File: config.mk
export PLATFORM = sky130hd
export DESIGN_NAME = length_framed_packet_receiver
export DESIGN_NICKNAME = d
export VERILOG_FILES = /design/src/rtl/lfpr_pkg.sv /design/src/rtl/length_framed_packet_receiver.sv /design/src/rtl/lfpr_frame_tracker.sv
export VERILOG_INCLUDE_DIRS = /design/src /design/src/rtl
export SDC_FILE = /design/constraint.sdc
export NUM_CORES = 1
export LEC_CHECK = 0
export BUFFER_PORTS_ARGS = -buffer_cell sky130_fd_sc_hd__buf_4
export CAP_MARGIN = 20
export CORE_MARGIN = 3
export CORE_UTILIZATION = 30
export DETAILED_ROUTE_END_ITERATION = 10
export GPL_TIMING_DRIVEN = 0
export SYNTH_ARGS = -nofsm -noshare
export SYNTH_HDL_FRONTEND = slang
export SYNTH_HIERARCHICAL = 1
export SYNTH_SLANG_ARGS = --single-unit
File: constraint.sdc
create_clock -name clk -period 8.1 [get_ports clk]
set_input_delay 1.215 -clock clk [delete_from_list [all_inputs] [get_ports clk]]
set_output_delay 1.215 -clock clk [all_outputs]
set_load 0.03 [all_outputs]
File: src/rtl/length_framed_packet_receiver_assert.svh
// Assertion macros for the receiver RTL.
// Depends on nothing; each file that checks its own logic includes this header.
`ifndef LENGTH_FRAMED_PACKET_RECEIVER_ASSERT_SVH
`define LENGTH_FRAMED_PACKET_RECEIVER_ASSERT_SVH

// Same-cycle implication, checked outside reset.
`define LFPR_ASSERT_NOW(label, clk, rst, ante, cons) \
  label: assert property (@(posedge clk) disable iff (rst) (ante) |-> (cons)) \
    else $error("length_framed_packet_receiver: same-cycle check failed");

// Next-cycle implication, checked outside reset.
`define LFPR_ASSERT_NEXT(label, clk, rst, ante, cons) \
  label: assert property (@(posedge clk) disable iff (rst) (ante) |=> (cons)) \
    else $error("length_framed_packet_receiver: next-cycle check failed");

`endif

File: src/rtl/lfpr_pkg.sv
// Types and fixed constants of the length-framed packet receiver.
// Used by lfpr_frame_tracker and length_framed_packet_receiver.
`default_nettype none

package lfpr_pkg;

  localparam int BYTE_W      = 8;
  localparam int COUNT_W     = 17;
  localparam int ID_W        = 16;
  localparam int STATUS_W    = 2;
  localparam int CFG_IDX_W   = 2;
  // Frame bytes that show up in a summary (bytes 0 .. 13).
  localparam int FIELD_BYTES = 14;
  localparam int DATA_BYTES  = 7;
  localparam int DATA_FIRST  = 7;

  localparam logic [COUNT_W-1:0] FRAME_OVERHEAD = 17'd3;
  localparam logic [ID_W-1:0]    LINK_ID        = 16'hFFB0;
  localparam logic [BYTE_W-1:0]  LINK_ON        = 8'h01;
  localparam logic [BYTE_W-1:0]  HEAD_RESET     = 8'hAB;
  localparam logic [BYTE_W-1:0]  END_RESET      = 8'h88;

  // Register indexes.
  localparam logic [CFG_IDX_W-1:0] REG_HEAD_BYTE = 2'd0;
  localparam logic [CFG_IDX_W-1:0] REG_END_BYTE  = 2'd1;

  // Frame status codes.
  localparam logic [STATUS_W-1:0] ST_GOOD         = 2'd0;
  localparam logic [STATUS_W-1:0] ST_BAD_FRAMING  = 2'd1;
  localparam logic [STATUS_W-1:0] ST_BAD_CHECKSUM = 2'd2;
  localparam logic [STATUS_W-1:0] ST_UNUSED       = 2'd3;

  // Summary of one completed frame.
  typedef struct packed {
    logic [STATUS_W-1:0]                status;
    logic [ID_W-1:0]                    message_id;
    logic [BYTE_W-1:0]                  status_field;
    logic [BYTE_W-1:0]                  control_field;
    logic [DATA_BYTES-1:0][BYTE_W-1:0]  data;
  } frame_summary_t;

endpackage

`default_nettype wire

File: src/rtl/length_framed_packet_receiver.sv
// Top level of the length-framed packet receiver: config, link flag, result register.
// Depends on lfpr_pkg, lfpr_frame_tracker and length_framed_packet_receiver_assert.svh.
//
// Takes one received byte per cycle while rx_ready is high. Bytes 1 and 2 give a
// big-endian length and the frame closes after length plus 3 bytes; its summary
// (status, ID, status and control bytes, data bytes 7 to 13, link flag) appears in
// the output register in the cycle after the closing byte. The count, sum and
// compare logic is combinational. While a summary waits unaccepted, bytes that
// cannot close a frame keep flowing; the third byte of a frame and a byte that
// would close one wait until the output register frees.
// No clearing pass after reset: the block is ready in the first cycle.
`default_nettype none
`include "length_framed_packet_receiver_assert.svh"

module length_framed_packet_receiver #(
  parameter int KEPT_BYTES = 14
) (
  input  wire logic                              clk,
  input  wire logic                              rst,
  // Byte input
  input  wire logic                              rx_valid,
  output logic                                   rx_ready,
  input  wire logic [lfpr_pkg::BYTE_W-1:0]       rx_byte,
  // Frame summary output
  output logic                                   frame_valid,
  input  wire logic                              frame_ready,
  output logic [lfpr_pkg::STATUS_W-1:0]          frame_status,
  output logic [lfpr_pkg::ID_W-1:0]              message_id,
  output logic [lfpr_pkg::BYTE_W-1:0]            status_field,
  output logic [lfpr_pkg::BYTE_W-1:0]            control_field,
  output logic [lfpr_pkg::BYTE_W-1:0]            data_byte0,
  output logic [lfpr_pkg::BYTE_W-1:0]            data_byte1,
  output logic [lfpr_pkg::BYTE_W-1:0]            data_byte2,
  output logic [lfpr_pkg::BYTE_W-1:0]            data_byte3,
  output logic [lfpr_pkg::BYTE_W-1:0]            data_byte4,
  output logic [lfpr_pkg::BYTE_W-1:0]            data_byte5,
  output logic [lfpr_pkg::BYTE_W-1:0]            data_byte6,
  output logic                                   link_connected,
  // Configuration writes
  input  wire logic                              cfg_we,
  input  wire logic [lfpr_pkg::CFG_IDX_W-1:0]    cfg_index,
  input  wire logic [lfpr_pkg::BYTE_W-1:0]       cfg_data
);
  import lfpr_pkg::*;

  logic [BYTE_W-1:0] head_byte;
  logic [BYTE_W-1:0] end_byte;
  logic              connected;
  logic              connected_next;
  logic              rx_accept;
  logic              emit;
  logic              no_emit_next;
  logic              out_free;
  frame_summary_t    summary;
  frame_summary_t    summary_reg;

  lfpr_frame_tracker #(
    .KEPT_BYTES (KEPT_BYTES)
  ) u_tracker (
    .clk          (clk),
    .rst          (rst),
    .accept       (rx_accept),
    .rx_byte      (rx_byte),
    .head_byte    (head_byte),
    .end_byte     (end_byte),
    .emit         (emit),
    .no_emit_next (no_emit_next),
    .summary      (summary)
  );

  // Backpressure only for a byte that may close a frame.
  assign out_free  = !frame_valid || frame_ready;
  assign rx_ready  = out_free || no_emit_next;
  assign rx_accept = rx_valid && rx_ready;

  // Configuration registers
  always_ff @(posedge clk) begin
    if (rst) begin
      head_byte <= HEAD_RESET;
      end_byte  <= END_RESET;
    end else if (cfg_we) begin
      case (cfg_index)
        REG_HEAD_BYTE: head_byte <= cfg_data;
        REG_END_BYTE:  end_byte  <= cfg_data;
        default:       ;
      endcase
    end
  end

  // Link flag follows good link frames only
  always_comb begin
    connected_next = connected;
    if (emit && (summary.status == ST_GOOD) && (summary.message_id == LINK_ID)) begin
      connected_next = (summary.control_field == LINK_ON);
    end
  end

  always_ff @(posedge clk) begin
    if (rst) begin
      connected <= 1'b0;
    end else if (rx_accept) begin
      connected <= connected_next;
    end
  end

  // Result register
  always_ff @(posedge clk) begin
    if (rst) begin
      frame_valid <= 1'b0;
    end else if (rx_accept && emit) begin
      frame_valid <= 1'b1;
    end else if (frame_ready) begin
      frame_valid <= 1'b0;
    end
  end

  always_ff @(posedge clk) begin
    if (rx_accept && emit) begin
      summary_reg    <= summary;
      link_connected <= connected_next;
    end
  end

  assign frame_status  = summary_reg.status;
  assign message_id    = summary_reg.message_id;
  assign status_field  = summary_reg.status_field;
  assign control_field = summary_reg.control_field;
  assign data_byte0    = summary_reg.data[0];
  assign data_byte1    = summary_reg.data[1];
  assign data_byte2    = summary_reg.data[2];
  assign data_byte3    = summary_reg.data[3];
  assign data_byte4    = summary_reg.data[4];
  assign data_byte5    = summary_reg.data[5];
  assign data_byte6    = summary_reg.data[6];

  // A closing byte never overwrites a summary that is still waiting.
  `LFPR_ASSERT_NOW(a_no_overwrite, clk, rst, rx_accept && emit, out_free)
  // The link flag moves only when a frame closes.
  `LFPR_ASSERT_NEXT(a_link_hold, clk, rst, !(rx_accept && emit), $stable(connected))
  // A good link frame reports the flag set from its control byte.
  `LFPR_ASSERT_NOW(a_link_report, clk, rst,
    frame_valid && (frame_status == ST_GOOD) && (message_id == LINK_ID),
    link_connected == (control_field == LINK_ON))
  // Reported status is one of the three defined codes.
  `LFPR_ASSERT_NOW(a_status_code, clk, rst, frame_valid, frame_status != ST_UNUSED)

endmodule

`default_nettype wire

File: src/rtl/lfpr_frame_tracker.sv
// Per-byte frame tracking: byte count, leading bytes, lagged checksum.
// Depends on lfpr_pkg; instantiated by length_framed_packet_receiver.
`default_nettype none

module lfpr_frame_tracker #(
  parameter int KEPT_BYTES = 14
) (
  input  wire logic                            clk,
  input  wire logic                            rst,
  input  wire logic                            accept,
  input  wire logic [lfpr_pkg::BYTE_W-1:0]     rx_byte,
  input  wire logic [lfpr_pkg::BYTE_W-1:0]     head_byte,
  input  wire logic [lfpr_pkg::BYTE_W-1:0]     end_byte,
  output logic                                 emit,
  output logic                                 no_emit_next,
  output lfpr_pkg::frame_summary_t             summary
);
  import lfpr_pkg::*;

  // Only the bytes a summary can show need storage.
  localparam int STORE = (KEPT_BYTES < FIELD_BYTES) ? KEPT_BYTES : FIELD_BYTES;

  logic [COUNT_W-1:0] byte_count;
  logic [BYTE_W-1:0]  leading_bytes [STORE];
  logic [BYTE_W-1:0]  sum_lagged;
  logic [BYTE_W-1:0]  prev0;
  logic [BYTE_W-1:0]  prev1;

  logic [BYTE_W-1:0]  leading_next [STORE];
  logic [BYTE_W-1:0]  kept_b [FIELD_BYTES];
  logic [BYTE_W-1:0]  sum_next;
  logic [COUNT_W-1:0] count_inc;
  logic [COUNT_W-1:0] target;
  logic [COUNT_W-1:0] target_now;
  logic               framing_bad;

  // Leading bytes with the current byte written at its position.
  always_comb begin
    for (int i = 0; i < STORE; i++) begin
      leading_next[i] = (byte_count == COUNT_W'(i)) ? rx_byte : leading_bytes[i];
    end
  end

  // Bytes past the stored ones read zero.
  for (genvar j = 0; j < FIELD_BYTES; j++) begin : g_kept
    if (j < STORE) begin : g_store
      assign kept_b[j] = leading_next[j];
    end else begin : g_zero
      assign kept_b[j] = '0;
    end
  end

  // Frame end detection and checksum.
  always_comb begin
    count_inc  = byte_count + COUNT_W'(1);
    target     = {1'b0, leading_next[1], leading_next[2]} + FRAME_OVERHEAD;
    target_now = {1'b0, leading_bytes[1], leading_bytes[2]} + FRAME_OVERHEAD;
    emit       = (count_inc == target);
    sum_next   = (byte_count >= COUNT_W'(2)) ? (sum_lagged + prev1) : sum_lagged;
    // Past byte two the length is settled, so completion is known from state.
    no_emit_next = (byte_count < COUNT_W'(2)) ||
                   ((byte_count > COUNT_W'(2)) && (count_inc != target_now));
    framing_bad = (leading_next[0] != head_byte) || (rx_byte != end_byte);
  end

  // Summary fields; checksum byte is the one before the end byte.
  always_comb begin
    if (framing_bad) begin
      summary.status = ST_BAD_FRAMING;
    end else if (sum_next != prev0) begin
      summary.status = ST_BAD_CHECKSUM;
    end else begin
      summary.status = ST_GOOD;
    end
    summary.message_id    = {kept_b[3], kept_b[4]};
    summary.status_field  = kept_b[5];
    summary.control_field = kept_b[6];
    for (int k = 0; k < DATA_BYTES; k++) begin
      summary.data[k] = kept_b[DATA_FIRST + k];
    end
  end

  // Framing state; cleared at reset and after each completed frame.
  always_ff @(posedge clk) begin
    if (rst || (accept && emit)) begin
      byte_count <= '0;
      sum_lagged <= '0;
      prev0      <= '0;
      prev1      <= '0;
      for (int i = 0; i < STORE; i++) begin
        leading_bytes[i] <= '0;
      end
    end else if (accept) begin
      byte_count <= count_inc;
      sum_lagged <= sum_next;
      prev0      <= rx_byte;
      prev1      <= prev0;
      for (int i = 0; i < STORE; i++) begin
        leading_bytes[i] <= leading_next[i];
      end
    end
  end

endmodule

`default_nettype wire

* Yosys cells after proc, flatten, opt, wreduce, memory -nomap -nowiden
Memories as Yosys holds them, arrays and structs flattened.
Index checks and enable logic that the tools add are counted.
W data, S select, Z words.
** Word-level totals
- Flip-flop bits (word level) :: 150
- Bits in writable memories :: 112
- Input port bits :: 23
- Output and inout port bits :: 93
- Word-level logic and storage cells :: 119
- Memories kept :: 1
** Cells by class
- Add/subtract/negate cells :: 4
- $lt $le $gt $ge :: 3
- Equality and inequality tests :: 21
- Mux-type cells :: 39
- Bitwise logic cells :: 14
- Reductions and logical operators :: 17
** Memory list
- u_tracker.leading_bytes :: words 14, width 8, read ports 14, clocked after Yosys merged registers in 0, write ports 14, RTL line lfpr_frame_tracker.sv:24 : logic [BYTE_W-1:0] leading_bytes [STORE];
** Operators with widths (number)
- $mux W8 :: 29
- $eq A17 B4 Y1 const B :: 6
- $eq A17 B3 Y1 const B :: 4
- $add A16 B2 Y17 const B :: 2
- $eq A17 B2 Y1 const B :: 2
- $ne A8 B8 Y1 :: 3
- $add A17 B1 Y17 const B :: 1
- $eq A17 B1 Y1 const B :: 1
- $eq A17 B17 Y1 :: 1
- $ge A17 B2 Y1 const B :: 1
- $gt A17 B2 Y1 const B :: 1
- $logic_not A17 Y1 :: 1
- $lt A17 B2 Y1 const B :: 1
- $ne A17 B17 Y1 :: 1
- $eq A16 B16 Y1 const B :: 1
- $or A1 B1 Y1 :: 14
- $add A8 B8 Y8 :: 1
- $eq A8 B1 Y1 const B :: 1
- $mux W1 :: 8
- $logic_and A1 B1 Y1 :: 5
- $logic_or A1 B1 Y1 :: 5
- $logic_not A2 Y1 :: 2
- $mux W2 :: 2
- $reduce_and A2 Y1 :: 2
- other kinds (3) :: 3

* Logic depth before layout (Yosys ltp)
Gate-level depths: netlist (run 1).
- Depth after elaboration :: 11
- Mapped depth :: 21

* Cells and area by module
Netlist (run 1), hierarchy kept.
** By module, submodules not included
- lfpr_frame_tracker :: times used 1, cells each 1044, area an instance 10560.1 sq um
- length_framed_packet_receiver :: times used 1, cells each 171, area an instance 3522.1 sq um

* Least setup slack after synthesis (run 1)
OpenSTA, ideal clock, no wires.
- Kind :: register -> register
- From :: register u_tracker.byte_count[0]
- To :: register summary_reg (netlist bit control_field[0]) (enable)
- Arrival time :: 6.121 ns
- Data required time :: 7.639 ns
- Path slack :: 1.519 ns
- Stages on the path, launching flop included :: 19
- Buffers on the path :: 4
- Clock period less this slack :: 6.581 ns
- Cells stage by stage :: dfxtp_1 > clkbuf_1 > inv_1 > ha_1 > clkbuf_1 > nor4b_1 > nand4_2 > clkbuf_1 > mux2i_1 > ha_1 > clkbuf_1 > or3_1 > and3_1 > or3_1 > a221oi_1 > nand3_1 > nor2_1 > and4_1 > and3_1
** RTL lines
- start: declaration :: RTL line lfpr_frame_tracker.sv:23 : logic [COUNT_W-1:0] byte_count;
- start signal: assignment :: RTL line lfpr_frame_tracker.sv:94 : byte_count <= count_inc;
- $add A17 B1 Y17 :: RTL line lfpr_frame_tracker.sv:55 : count_inc = byte_count + COUNT_W'(1);
- net u_tracker.count_inc[0] :: RTL line lfpr_frame_tracker.sv:32 : logic [COUNT_W-1:0] count_inc;
- $eq A17 B17 Y1 :: RTL line lfpr_frame_tracker.sv:58 : emit = (count_inc == target);
- net emit :: RTL line length_framed_packet_receiver.sv:51 : logic emit;
- $logic_and A1 B1 Y1 :: RTL line length_framed_packet_receiver.sv:118 : if (rx_accept && emit) begin
- end signal: assignment :: RTL line length_framed_packet_receiver.sv:119 : summary_reg <= summary;
- end: declaration :: RTL line length_framed_packet_receiver.sv:55 : frame_summary_t summary_reg;
The timed path passes the listed nets, and every way through them passes these cells.
A chain may end at the register's enable or synchronous reset.

==> metrics.md, run 1 <==
| Metric | Value |
|---|---|
| Status | `finished, final reports clean` |
| Hold Crit Depth | `2` |
| Count leader, synth | `edfxtp_1` |
| Synth top area cells | `edfxtp_1, dfxtp_1, mux2_2, buf_4, mux2i_1` |
| Delay-heaviest family, CP | `buffers and inverters` |
| Vias in the first global route | `just under 10,000` |
| F_max | `148 MHz` |
| Starting Density | `0.307` |
| CTS clk-pin slew, worst paths | `~60 ps` |
| Max-cap check violation count | `0` |
| Synthesis warning total | `6` |
| Crit-path max FO | `between 50 and 60` |
| Clock Path Buffers | `3` |
| Post-Layout Cell Count | `~2,000` |
| Slowest cell on crit path | `or2_4` |
| Initial antenna violation count | `0` |
| Fin worst setup slack | `1340 ps` |
| Cells after Synth | `around 1,200` |
| Pwr per Cell Area | `192 nW/um2` |
| Tightest Pin Transition | `~1000 ps` |
| Netlist Area Pre-Place | `14,100 um2` |
| Yosys top cell by area | `edfxtp_1` |
| # clock sinks | `approximately 260` |
| Post-CTS Resized | `0` |
| Ys flop type | `edfxtp_1` |
| Antenna viol nets, final | `0` |
| Static Leak | `between 6 and 7 nW` |
| Die span in y | `approximately 220 um` |
| Routability Congestion | `approximately 0.9` |
| Startpoint types | `flop` |
| # nets final | `1,398` |
| Register area share after synthesis | `0.517` |
| Number of DRC markers in iteration 0 | `just over 700` |
| Syn Nets | `between 1,000 and 1,500` |
| Filler cell count | `between 4,000 and 5,000` |
| Number of synthesized register bits | `approximately 260` |
| Vias/cell | `4.91` |
| Most used cell, CP | `clkbuf_1` |
| Area growth, synth to finish | `18.5%` |
| RSZ-0062 raised after global routing | `no` |
| Die area | `49,600 um2` |
| WL final | `about 38,000 um` |
| FF-to-FF path depth | `19` |
| Row count | `just under 80` |
| Element type at the critical path end | `flop` |
| VDD IR-drop max | `approximately 0.15 mV` |
| Worst EP required | `approximately 8300 ps` |
| HPWL after DPL | `roughly 26,000 um` |
| Synth top area share | `0.433` |
| CP Cell Sequence | `clkbuf_1, inv_1, ha_1, clkbuf_1, nor4b_1, nand4_2, clkbuf_1, nor3_1, a21oi_1, mux2i_1, a221o_1, a2111oi_0, a32oi_1, or3b_1, and2_1, clkbuf_1, clkbuf_1, or2_4, buf_16` |
| Hold-fix buffers, CTS | `0` |
| Clock root cell | `clkbuf_16` |
| # placed instances | `between 1,500 and 2,000` |
| Critical path depth in cells | `19` |
| Clk_lat worst skew | `about 580 ps` |
| Hold Vio Cnt, Final | `0` |
| GRT overflow | `0` |
| DP Worst Slack | `1040 ps` |
| Routed via count | `just under 10,000` |
| Fin. max-slew vios | `0` |
| Layout cells sized above 1 | `0.257` |
| Die width | `between 200 and 250 um` |
| # diodes | `0` |
| Register area | `slightly above 7000 um2` |
| Post-CTS setup buffers | `0` |
| Mean post-synth cell area | `11.6 um2` |
| CP arrival | `roughly 7000 ps` |
| Post-synth ARST share | `0` |
| Final min period | `around 6800 ps` |
| Setup violations, final | `0` |
| Final Cycle Share | `0.835` |
| Worst Hold Class | `reg -> reg` |
| Port Buffers | `112` |
| Kind of critical path | `reg -> reg` |
| Worst rel slew slack | `0.332` |
| Worst path max stage delay | `around 810 ps` |
| DRC viols | `0` |
| Number of buffers created by CTS | `29` |
| I/O pins | `about 120` |
| H-tree depth | `1` |
| Post-synth EDFFs | `between 200 and 250` |
| Fin Setup TNS | `0 ps` |
| Overall Global Routing Usage | `0.146` |
| First-pass GRT wire length | `~57,000 um` |
| Synth top cells by count | `edfxtp_1, buf_4, mux2_2` |
| Synth cell types | `61` |
| CTS tree | `done` |
| Core footprint | `around 46,000 um2` |
| Crit path buffers/inverters | `7` |
| Wirelength per Cell | `18.9 um` |
| DRT Pass-1 Iters | `5` |
| Multi-input gate area | `roughly 5700 um2` |
| Largest net degree at the start of global routing | `a little over 70` |
| Setup Skew | `11.2 ps` |
path summary, 6_finish.rpt:
check                                                  to  slack, ps                                  from
max          u_tracker/leading_bytes[0][94]$_SDFFCE_PP0P_       1340  u_tracker/byte_count[0]$_SDFFE_PP0P_
min                              frame_valid$_SDFFE_PP0P_        480              frame_valid$_SDFFE_PP0P_
max reg2reg  u_tracker/leading_bytes[0][94]$_SDFFCE_PP0P_       1340  u_tracker/byte_count[0]$_SDFFE_PP0P_
min reg2reg                      frame_valid$_SDFFE_PP0P_        480              frame_valid$_SDFFE_PP0P_
sequential cells by signal (all words and copies together), names as in the netlist:
name / flops
u_tracker/leading_bytes: 112
u_tracker/byte_count: 17
message_id: 16
control_field: 8
data_byte0: 8
data_byte1: 8
data_byte2: 8
data_byte3: 8
data_byte4: 8
data_byte5: 8
data_byte6: 8
end_byte: 8
head_byte: 8
status_field: 8
u_tracker/prev0: 8
u_tracker/prev1: 8
u_tracker/sum_lagged: 8
frame_status: 2
connected: 1
frame_valid: 1
link_connected: 1
worst register-to-register path, stage by stage (launching register included):
cell and delay (ps):
dfxtp_1 330, clkbuf_1 250, inv_1 180, ha_1 150
clkbuf_1 310, nor4b_1 350, nand4_2 390, clkbuf_1 410
nor3_1 330, a21oi_1 110, mux2i_1 190, a221o_1 140
a2111oi_0 70, a32oi_1 450, or3b_1 220, and2_1 260
clkbuf_1 350, clkbuf_1 710, or2_4 810, buf_16 360
metal layers:
layer / routed length [um] / GRT usage / vias up / share of wire
met5: 0 / 0 / - / 0
met2: 17100 / 0.231 / 245 / 0.45
met1: 17700 / 0.207 / 4768 / 0.47
li1: - / - / 4668 / -
met4: 750 / 0.0340 / 0 / 0.020
met3: 2020 / 0.0252 / 58 / 0.054
area by class of cell:
class	count	share of cell area
Buffer	176	0.0620
Clock buffer	41	0.0480
Clock inverter	13	0.00765
Inverter	16	0.00360
Multi-Input combinational cell	761	0.343
Sequential cell	262	0.436
Tap cell	600	0.0450
Timing Repair Buffer	115	0.0544
placed cells by master (no fill, tap or decap), drive strengths merged, types with 3 or more instances in the layout:
cell and count:
a21o 3, mux2 83, mux2i 68, dfxtp 59
xor2 32, or3 5, clkbuf 109, and4 3
nor3b 62, nor2 45, o21ai 20, or2 3
nand3 24, a211o 8, xnor2 70, ha 13
o2111ai 4, nor3 47, a211oi 40, o211ai 5
nand2b 35, nand4 22, buf 223, edfxtp 203
and3 6, nor2b 5, nor4 17, clkinv 9
a221o 3, a21oi 48, a31o 3, o21a 3
inv 17, nand2 56
power by group:
part | internal [W] | leakage (nW) | switching (W)
Clock | 0.000752 | 0.447 | 0.000543
Combinational | 0.000168 | 3.25 | 0.000212
Sequential | 0.00150 | 2.55 | 0.0000255
Total | 0.00242 | 6.24 | 0.000781
metrics by stage:
stage | total power, W | util | area, um2 | hold slack, ps
4_1_cts | 0.00324 | 0.364 | 16700 | 488
6_report | 0.00320 | 0.364 | 16700 | 483
5_1_grt | 0.00333 | 0.364 | 16700 | 507
3_5_place_dp | 0.00193 | 0.344 | 15800 | 476
2_1_floorplan | 0.00183 | - | 14100 | 457
3_3_place_gp | 0.00193 | 0.342 | 15700 | 464
kinds of logic (layout without fill, tap and decap cells):
family	Yosys count	count (layout)	share of synthesized area
AND/OR/NAND/NOR	341	341	0.141
flip-flops	262	262	0.517
multiplexers	151	151	0.115
AO/OA/AOI/OAI	151	151	0.0705
XOR/XNOR	104	104	0.0666
adder cells (fa/ha/maj)	14	14	0.0130
buffers and inverters	192	361	0.0777
Power figures use the tool's default switching activity.
==> run 2: changes to the inputs <==
- clock period: 8.1 -> 6.99 ns (I/O delays scaled with it)
==> run 2 against run 1 <==
Die area is the same; via count is essentially flat; sequential cell count is the same; power grew 16%; design area is essentially flat; clock-buffer cell count is the same; final cell count is essentially flat; critical path depth is the same; clock power grew 15%; non-clock buffer count is the same; largest power group unchanged; highest routed layer unchanged.
==> metrics.md, run 2 (synthesis gave the netlist of run 1 again) <==
| Metric | Value |
|---|---|
| Status | `finished, final reports clean` |
| DRC viols | `0` |
| Row count | `between 70 and 80` |
| Routed via count | `between 9,000 and 10,000` |
| RSZ-0062 raised after global routing | `no` |
| Static Leak | `approximately 6.2 nW` |
| Core footprint | `45,900 um2` |
| Setup Skew | `14.5 ps` |
| Clock root cell | `clkbuf_16` |
| Port Buffers | `between 100 and 150` |
| CP Cell Sequence | `clkbuf_1, inv_1, ha_1, clkbuf_1, nor4b_1, nand4_2, clkbuf_1, nor3_1, a21oi_1, mux2i_1, a221o_1, a2111oi_0, a32oi_1, or3b_1, and2_1, clkbuf_1, clkbuf_1, or2_4, buf_16` |
| Number of buffers created by CTS | `29` |
| Final Cycle Share | `0.935` |
| Kind of critical path | `reg -> reg` |
| GRT overflow | `0` |
| Vias in the first global route | `about 9,600` |
| Worst Hold Class | `reg -> reg` |
| DRT Pass-1 Iters | `5` |
| VDD IR-drop max | `between 0.15 and 0.2 mV` |
| Clk_lat worst skew | `slightly below 600 ps` |
| Clock Path Buffers | `3` |
| F_max | `between 150 and 200 MHz` |
| Most common cell after layout, fill and taps aside | `buf_4` |
| Fin. max-slew vios | `0` |
| HPWL after DPL | `about 26,000 um` |
| Max-cap check violation count | `0` |
| Routability Congestion | `0.928` |
| Crit-path max FO | `59` |
| # diodes | `0` |
| Overall Global Routing Usage | `0.146` |
| Worst EP required | `~7200 ps` |
| Hold Vio Cnt, Final | `0` |
| Slowest cell on crit path | `clkbuf_1` |
| CP arrival | `about 6800 ps` |
| Post-CTS setup buffers | `0` |
| I/O pins | `116` |
| Layout Utilization | `0.364` |
| Starting Density | `0.307` |
| Layout cells sized above 1 | `0.258` |
| Antenna viol nets, final | `0` |
| CTS clk-pin slew, worst paths | `60 ps` |
| First-pass GRT wire length | `roughly 57,000 um` |
| Initial antenna violation count | `0` |
| Wirelength per Cell | `about 19 um` |
| # clock sinks | `approximately 260` |
| # nets final | `around 1,400` |
| Largest net degree at the start of global routing | `between 70 and 80` |
| Die area | `49,600 um2` |
| CTS tree | `done` |
| Die span in y | `223 um` |
| Largest reg by FF count | `u_tracker/leading_bytes` |
| Number of DRC markers in iteration 0 | `approximately 700` |
| Die width | `223 um` |
| Tightest Pin Transition | `between 900 and 1000 ps` |
| Vias/cell | `~4.9` |
| Most used cell, CP | `clkbuf_1` |
| WL final | `roughly 38,000 um` |
| Setup violations, final | `0` |
| H-tree depth | `1` |
| Final min period | `about 6500 ps` |
| Max reg flops | `112` |
| Startpoint types | `flop` |
| Worst rel slew slack | `0.342` |
| Element type at the critical path end | `flop` |
| Worst path max stage delay | `780 ps` |
| Final hold slack | `roughly 480 ps` |
| Most frequent cells in the layout | `buf_4, edfxtp_1, mux2_2, clkbuf_1, xnor2_1` |
| Post-route total power | `between 0.003 and 0.004 W` |
| Area growth, synth to finish | `18.5%` |
| Pwr per Cell Area | `about 220 nW/um2` |
[run 2: changes by cell type in the layout (fill, tap and decap cells not counted), sizes merged]
| cell | change |
|---|---|
| or2 | +1 |
[run 2: final cells by class]
type / instances / area [um2]
inverter: 16 / 60.1
clock inverter: 13 / 128
clock buffer: 41 / 801
buffer: 176 / 1040
multi-input combinational: 762 / 5730
fill: 4582 / 29200
sequential: 262 / 7280
timing repair buffer: 115 / 907
tap: 600 / 751
[run 2: path summary, 6_finish.rpt]
check                                  startpoint                                      endpoint  depth (start not counted)  slack [ps]
min                      frame_valid$_SDFFE_PP0P_                      frame_valid$_SDFFE_PP0P_                          2         480
min reg2reg              frame_valid$_SDFFE_PP0P_                      frame_valid$_SDFFE_PP0P_                          2         480
max reg2reg  u_tracker/byte_count[0]$_SDFFE_PP0P_  u_tracker/leading_bytes[0][94]$_SDFFCE_PP0P_                         19         460
max          u_tracker/byte_count[0]$_SDFFE_PP0P_  u_tracker/leading_bytes[0][94]$_SDFFCE_PP0P_                         19         460
[run 2: what timing repair did]
action,4_1_cts,5_1_grt
resized for setup,0,2
setup endpoints to repair,0,63
hold buffers,0,0
[run 2: report_power, final]
part | switching [W] | internal (W) | total [W]
Sequential | 0.0000296 | 0.00174 | 0.00177
Combinational | 0.000245 | 0.000195 | 0.000440
Clock | 0.000627 | 0.000871 | 0.00150
Total | 0.000902 | 0.00281 | 0.00371
[run 2: worst max-delay path: cells and delay by family (launching register included)]
family | cells | cell delay (ps)
adders and majority gates | 1 | 150
DFF | 1 | 330
muxes | 1 | 190
AOI/OAI and AO/OA | 4 | 760
buffers and inverters | 7 | 2580
and+or+nand+nor | 6 | 2120
[run 2: metrics by stage]
stage | worst slack (ps) | area [um2] | cells | setup TNS (ps)
2_1_floorplan | 409 | 14100 | 1215 | 0
3_3_place_gp | -1560 | 15700 | 1927 | -255350
3_5_place_dp | 94.5 | 15800 | 1930 | 0
4_1_cts | 252 | 16700 | 1984 | 0
5_1_grt | 19.3 | 16700 | 1985 | 0
6_report | 457 | 16700 | 1985 | 0
[run 2: routing by layer]
| metal | GRT usage | up-vias | part of all wire |
|---|---|---|---|
| li1 | - | 4668 | - |
| met1 | 0.207 | 4744 | 0.46 |
| met2 | 0.231 | 274 | 0.46 |
| met3 | 0.0252 | 50 | 0.060 |
| met4 | 0.0340 | 0 | 0.018 |
| met5 | 0 | - | 0 |
